`src/rtl/lbrm_pkg.sv`:
```
// Package for the longitude bin range matcher.
// Holds the sequencer state type, the operation codes, the comparison
// result struct and the fixed field widths. No dependencies.
package lbrm_pkg;

  localparam int unsigned EdgeW    = 32;
  localparam int unsigned PosW     = 9;
  localparam int unsigned OutIdxW  = 9;
  localparam int unsigned CountW   = 10;
  localparam int unsigned InDataW  = 112;
  localparam int unsigned OutDataW = 24;

  localparam logic [CountW-1:0] BinCountReset = 10'd512;
  localparam logic [CountW-1:0] BinCountMin   = 10'd2;

  typedef enum logic {
    OP_LOAD  = 1'b0,
    OP_QUERY = 1'b1
  } lbrm_op_e;

  typedef enum logic [1:0] {
    ST_IDLE,
    ST_PRIME,
    ST_SCAN,
    ST_DONE
  } lbrm_state_e;

  typedef struct packed {
    logic hit_first;
    logic hit_second;
  } lbrm_hit_t;

endpackage

```
`src/rtl/lbrm_step.sv`:
```
// One step of the bin scan: tests both bounds against one bin.
// A bin i holds a bound b when edge[i] <= b < edge[i-1].
// Depends on lbrm_pkg.
module lbrm_step
  import lbrm_pkg::*;
(
  input  logic signed [EdgeW-1:0] bound_first_i,
  input  logic signed [EdgeW-1:0] bound_second_i,
  input  logic signed [EdgeW-1:0] edge_low_i,
  input  logic signed [EdgeW-1:0] edge_high_i,
  output lbrm_hit_t               hit_o
);

  always_comb begin
    hit_o.hit_first  = (bound_first_i >= edge_low_i) && (bound_first_i < edge_high_i);
    hit_o.hit_second = (bound_second_i >= edge_low_i) && (bound_second_i < edge_high_i);
  end

endmodule

```
`config.mk`:
```
export PLATFORM = sky130hd
export DESIGN_NAME = lbrm_step
export DESIGN_NICKNAME = d
export VERILOG_FILES = /design/src/rtl/lbrm_pkg.sv /design/src/rtl/lbrm_step.sv
export SDC_FILE = /design/constraint.sdc
export NUM_CORES = 1
export LEC_CHECK = 0
export ABC_AREA = 1
export ABC_CLOCK_PERIOD_IN_PS = 2800
export BUFFER_PORTS_ARGS = -buffer_cell sky130_fd_sc_hd__buf_2
export CAP_MARGIN = 30
export CORE_MARGIN = 2
export CORE_UTILIZATION = 49
export DETAILED_ROUTE_END_ITERATION = 6
export PLACE_DENSITY_LB_ADDON = 0.12
export SYNTH_ARGS = -nofsm -noshare
export SYNTH_HDL_FRONTEND = slang
export SYNTH_SLANG_ARGS = --single-unit
```
`constraint.sdc`:
```
create_clock -name vclk -period 2.8
set_input_delay 0.42 -clock vclk [all_inputs]
set_output_delay 0.42 -clock vclk [all_outputs]
set_load 0.005 [all_outputs]
```
# Yosys cells after proc, flatten, opt, wreduce, memory -nomap -nowiden
# Cells that the tools add are included.
[word_totals]
reg_bits = 0
input_bits = 128
out_inout_bits = 2
[classes]
order_cmp = 4
n_reduce_logical = 2
[op_table]
columns = ["op", "count"]
rows = [
  ["32-bit greater-or-equal comparator", 2],
  ["32-bit < comparator", 2],
  ["1-bit logical AND", 2],
]

# Depth between registers and ports, before layout
# Gate-level depths: netlist of run 1.
[logic_depth]
depth_word = 2
depth_mapped = 16
ltp_nobuf = 16

# Worst setup path before layout of run 1
# No wires, ideal clock.
[synth_timing]
path_kind = "in2out"
start = "in edge_low_i[31]"
end = "out hit_o[0] in the netlist's numbering"
arrival_ps = 1528
t_required_ps = 2380
slack_ps = 852
path_stages = 10
path_cell_list = "inv_1 ha_1 nand2_2 nor2_2 nand2_2 nor4_4 nand2_2 a21oi_2 nor2_1 nor2_1"
[synth_lines]
columns = ["item", "line_no", "rtl"]
rows = [
  ["from (decl)", "lbrm_step.sv:9", "input logic signed [EdgeW-1:0] edge_low_i,"],
  ["to (decl)", "lbrm_step.sv:11", "output lbrm_hit_t hit_o"],
]

==> metrics.yaml, run 1 <==
power:
  power_density_nw_per_um2: 142.1
  p_sw_mw: 0.3092
  p_leak_nw: 2.556
  ir_drop_mv: 0.07744
  intPower_mw: 0.2522
  p_comb_frac: 1.000
  switching_share: 0.5507
  p_seq_frac: 0
  clockPowerShare: 0
worst_hold_path:
  min_path_cells: 6
  hold_end: "hit_o[0]"
  hold_path.class: "in2out"
  min-delay-start: "bound_second_i[31]"
floorplanning:
  io_pins: 130
  start_util: 0.5044
  chipHeight_um: 84.85
  core_area_um2: 6350
  row_count: 29
  dieArea_um2: 7200
  die_w_um: 84.85
grt:
  overflow: 0
  antenna_found_initial: 0
  use_met1: 0.2792
  gr-usage-met3: 0.002918
  grt_pass1_vias: 3250
  top_usage_layer: "met2"
  grt_use_met2: 0.4030
  grt_max_degree: 5
  grt_pass1_wl_um: 13030
  grt_use_total: 0.2098
drt:
  post_drt_wl_per_cell_um: 11.11
  drtAntennaViolNets: 0
  dr.pass1.iters: 4
  wl_um: 7796
  vias_per_cell: 4.910
  drc: 0
  num_vias: 3447
  drt-initial-drc-count: 82
layout:
  drive_gt1_frac: 0.2400
  num_antenna_cells: 0
  nNetsFinal: 881
  final_cell_area_um2: 3950
  clkbuf_count: 0
  ff_latch_area_um2: 0
  seq_cell_count: 0
  multiInputGateArea_um2: 2850
  final.fill_count: 630
  syn2layout_area_growth_pct: 23.32
  stdcell_count: 702
logic_synthesis:
  synthTopCellsByArea: "ha_1, nand2_1, inv_1"
  synth_common_cells: "nand2_1, ha_1, inv_1"
  synth_top_cell_by_area: "ha_1"
  yosysWarnings: 0
  yosysMostFrequentCell: "nand2_1"
  syn_inst: 495
  synth_nets: 749
  synth_area_per_cell_um2: 6.471
  netlist.area_leader.share: 0.4922
  netlist_area_um2: 3203
  yosysSeqAreaShare: 0
  ys_types: 22
sta:
  setup_ws_ns: 0.4829
  tns_ns: 0
  relSlewSlack: 0.8230
  tightest_slew_ns: 0.2627
  period_share: 0.8275
  finalHoldViolCount: 0
  setup_viol: 0
  min_period_ns: 2.317
  max_freq_mhz: 431.6
  rsz0062_at_grt: "false"
  report.final.slew_viol_count: 0
cts:
  cts_setup_buffers: 0
  cts_resized: 0
  hold_buffers: 0
worst_setup_path:
  cp_data_required_time_ns: 2.38
  start_kind: "input port"
  cp-end-kind: "primary output"
  worst-path-max-fanout: 2
  cp_data_arrival_time_ns: 1.90
  criticalPathCategory: "in2out"
placement:
  dp_hpwl_um: 7476
  io_buffers: 130
  dpl_cell_area_um2: 3950
  dp_slack_ns: 0.4986
  gp_congestion: 0.9273
  dp.cells: 702
run:
  cap_violations: 0
outcome:
  outcome: "complete, no violations"
worst max-delay path, stage by stage:
cell,delay (ns)
buf_2,0.07
inv_1,0.05
ha_1,0.29
nand2_1,0.07
inv_1,0.05
nand3_1,0.08
nor3_1,0.23
nand2_1,0.09
nand2_1,0.08
nand2_1,0.07
nand3b_1,0.09
nand2_1,0.06
nor2_1,0.11
buf_2,0.13
cell families after synthesis:
family          Yosys count  synth area share
buf+inv                  94            0.1102
simple gates            195            0.2625
compound gates           80            0.1352
fa+ha+maj               126            0.4922
worst max-delay path by stage:
stage                             from        to  depth (start not counted)
finish                 edge_high_i[15]  hit_o[1]                         14
global route           edge_high_i[15]  hit_o[1]                         14
CTS                    edge_high_i[15]  hit_o[1]                         14
detailed placement     edge_high_i[15]  hit_o[1]                         14
global placement    bound_second_i[17]  hit_o[0]                         12
floorplan               edge_low_i[31]  hit_o[0]                         10
placed cells by master (no fill, tap or decap), drive strengths merged, types with 3 or more instances in the layout:
cell type and instances:
o21a 4, nor4 3, nand2 134, buf 130
nand4 6, o21ai 12, ha 126, nor3 4
a21oi 60, inv 92, nor2 36, nand3 10
metrics by stage:
stage | power, mW | hold slack, ns | util
finish | 0.5613 | 1.415 | 0.6221
global route | 0.6561 | 1.465 | 0.6221
CTS | 0.5658 | 1.403 | 0.6221
detailed placement | 0.5612 | 1.402 | 0.6221
global placement | 0.5460 | 1.406 | 0.6221
floorplan | 0.3569 | 1.122 | -
per-layer routing:
| metal | wire (um) | vias to the layer above |
|---|---|---|
| met4 | 0 | 0 |
| met2 | 3714 | 76 |
| met5 | 0 | - |
| met3 | 324 | 0 |
| li1 | - | 1902 |
| met1 | 3757 | 1469 |
layout make-up:
class,instances,share of cell area
tap,77,0.02439
inverter,94,0.08933
timing repair buffer,130,0.1647
multi-input combinational,401,0.7216
power by group through the flow:
stage / clock network [mW] / logic [mW] / registers [mW]
finish: 0 / 0.561 / 0
global route: 0 / 0.656 / 0
CTS: 0 / 0.566 / 0
detailed placement: 0 / 0.561 / 0
global placement: 0 / 0.546 / 0
floorplan: 0 / 0.357 / 0
(Power assumes the default switching activity.)
==> run 2: changes to the inputs <==
--- a/config.mk
+++ b/config.mk
@@ -6,7 +6,7 @@
 export NUM_CORES = 1
 export LEC_CHECK = 0
 export ABC_AREA = 1
-export ABC_CLOCK_PERIOD_IN_PS = 2800
+export ABC_CLOCK_PERIOD_IN_PS = 2200
 export BUFFER_PORTS_ARGS = -buffer_cell sky130_fd_sc_hd__buf_2
 export CAP_MARGIN = 30
 export CORE_MARGIN = 2
==> constraint.sdc (replaced) <==
create_clock -name vclk -period 2.2
set_input_delay 0.33 -clock vclk [all_inputs]
set_output_delay 0.33 -clock vclk [all_outputs]
set_load 0.005 [all_outputs]
==> run 2 against run 1 <==
Effect of this change: setup slack lost 0.48 ns; sequential cell count is the same; non-clock buffer count grew 3; combinational power grew 53%; sequential share of layout area is the same; count of clock-buffer cells in the layout is the same; via count grew 2.7%; utilization grew 7.8 points; wire length grew 10%; design area grew 12%.
==> metrics.yaml, run 2 (synthesis results as in run 1) <==
power:
  p_comb_frac: 1.000  # about the same
  p_leak_nw: 2.644  # +3.4%
  p_sw_mw: 0.4579  # +48%
  p_seq_frac: 0  # unchanged
  clockPowerShare: 0  # unchanged
  power_density_nw_per_um2: 193.4  # +36%
  intPower_mw: 0.4013  # +59%
  switching_share: 0.5330  # -0.01779
  ir_drop_mv: 0.1259  # +63%
sta:
  min_period_ns: 2.194
  report.final.slew_viol_count: 0  # unchanged
  finalHoldViolCount: 0  # unchanged
  rsz0062_at_grt: "true"
  period_share: 0.9974
  tightest_slew_ns: 0.2420  # -0.02069 ns
  setup_viol: 0  # unchanged
  relSlewSlack: 0.8375  # +0.01443
  max_freq_mhz: 455.7
drt:
  drtAntennaViolNets: 0  # unchanged
  drc: 0  # unchanged
  vias_per_cell: 5.021  # +2.3%
  post_drt_wl_per_cell_um: 12.18  # +9.7%
  num_vias: 3540  # +2.7%
  drt-initial-drc-count: 104  # +27%
  dr.pass1.iters: 4  # unchanged
  wl_um: 8589  # +10%
floorplanning:
  io_pins: 130  # unchanged
  die_w_um: 84.85  # unchanged
  row_count: 29  # unchanged
  start_util: 0.5044  # unchanged
  chipHeight_um: 84.85  # unchanged
  core_area_um2: 6350  # unchanged
  dieArea_um2: 7200  # unchanged
outcome:
  outcome: "complete, no violations"
placement:
  io_buffers: 130  # unchanged
  dp_hpwl_um: 7495  # +0.25%
  dp.cells: 702  # unchanged
  gp_congestion: 0.9273  # unchanged
layout:
  syn2layout_area_growth_pct: 38.71
  num_antenna_cells: 0  # unchanged
  stdcell_count: 705  # +0.43%
  ff_latch_area_um2: 0  # unchanged
  fin_util: 0.6997  # +0.07764
  nNetsFinal: 884  # +0.34%
  seq_cell_count: 0  # unchanged
  layout_commonest_cell: "nand2_1"
  drive_gt1_frac: 0.3392  # +0.09917
  layout_common_cells: "nand2_1, buf_2, ha_1, inv_1, a21oi_1"
  clkbuf_count: 0  # unchanged
grt:
  grt_max_degree: 5  # unchanged
  antenna_found_initial: 0  # unchanged
  grt_use_total: 0.2141  # +0.004229
  grt_pass1_wl_um: 13390  # +2.8%
  overflow: 0  # unchanged
  grt_pass1_vias: 3337  # +2.7%
worst_setup_path:
  start_kind: "input port"
  crit_start: "edge_low_i[25]"
  worstSetupEndpoint: "hit_o[0]"
  criticalPathCategory: "in2out"
  cp_data_required_time_ns: 1.87  # -0.51 ns
  worst-path-max-fanout: 2  # unchanged
  cp-end-kind: "primary output"
  cp_data_arrival_time_ns: 1.86  # -0.04 ns
cts:
  hold_buffers: 0  # unchanged
run:
  cap_violations: 0  # unchanged
worst_hold_path:
  hold_path.class: "in2out"
  min-delay-start: "bound_second_i[31]"
## run 2: routing by layer
metal / wire length (um) / global-route usage
met5: 0 / 0
met3: 349 / 0.006809
met1: 3857 / 0.2798
met2: 4310 / 0.4116
met4: 72 / 0.005772
## run 2: timing repair
item,in CTS,in global routing
gates resized for setup,0,97
endpoints found under the setup margin,0,2
setup buffers,0,3
## run 2: how the worst min path moves through the flow
stage                          end  slack [ns]  depth (start not counted)
final                     hit_o[0]        1.17                          6
after global routing      hit_o[0]        1.20                          6
after CTS                 hit_o[0]        1.23                          6
after detailed placement  hit_o[0]        1.23                          6
after global placement    hit_o[0]        1.23                          6
after floorplan           hit_o[0]        0.94                          4
## run 2: stage by stage
step / instance area, um^2 / total power, mW / hold slack, ns / setup slack (ns) / TNS (ns)
global placement: 3950 / 0.6948 / 1.226 / 0.09667 / 0
finish: 4443 / 0.8591 / 1.169 / 0.005678 / 0
floorplan: 3203 / 0.4542 / 0.9419 / 0.4320 / 0
global route: 4443 / 0.9849 / 1.197 / -0.08284 / -0.1194
CTS: 3950 / 0.7199 / 1.231 / 0.07690 / 0
detailed placement: 3950 / 0.7146 / 1.226 / 0.08112 / 0
## run 2: area by class of cell
cell class,instances,area (um^2)
fill,547,1907
inverter,94,360.3
multi-input combinational,401,3222
tap,77,96.34
timing repair buffer,133,764.5
## run 2: worst max-delay path, stage by stage
cell,delay (ns)
buf_6,0.09
inv_2,0.07
ha_4,0.21
buf_4,0.13
a21oi_1,0.11
o21ai_0,0.12
nand2_1,0.08
nand2_1,0.07
a21oi_2,0.17
nand3_2,0.11
nand2_2,0.07
nor2_2,0.04
nor2_1,0.11
buf_2,0.15
## run 2: power by group through the flow
stage                     Clock, mW  Combinational [mW]  Sequential [mW]
after floorplan                   0               0.454                0
after global placement            0               0.695                0
after detailed placement          0               0.715                0
after CTS                         0               0.720                0
after global routing              0               0.985                0
final                             0               0.859                0
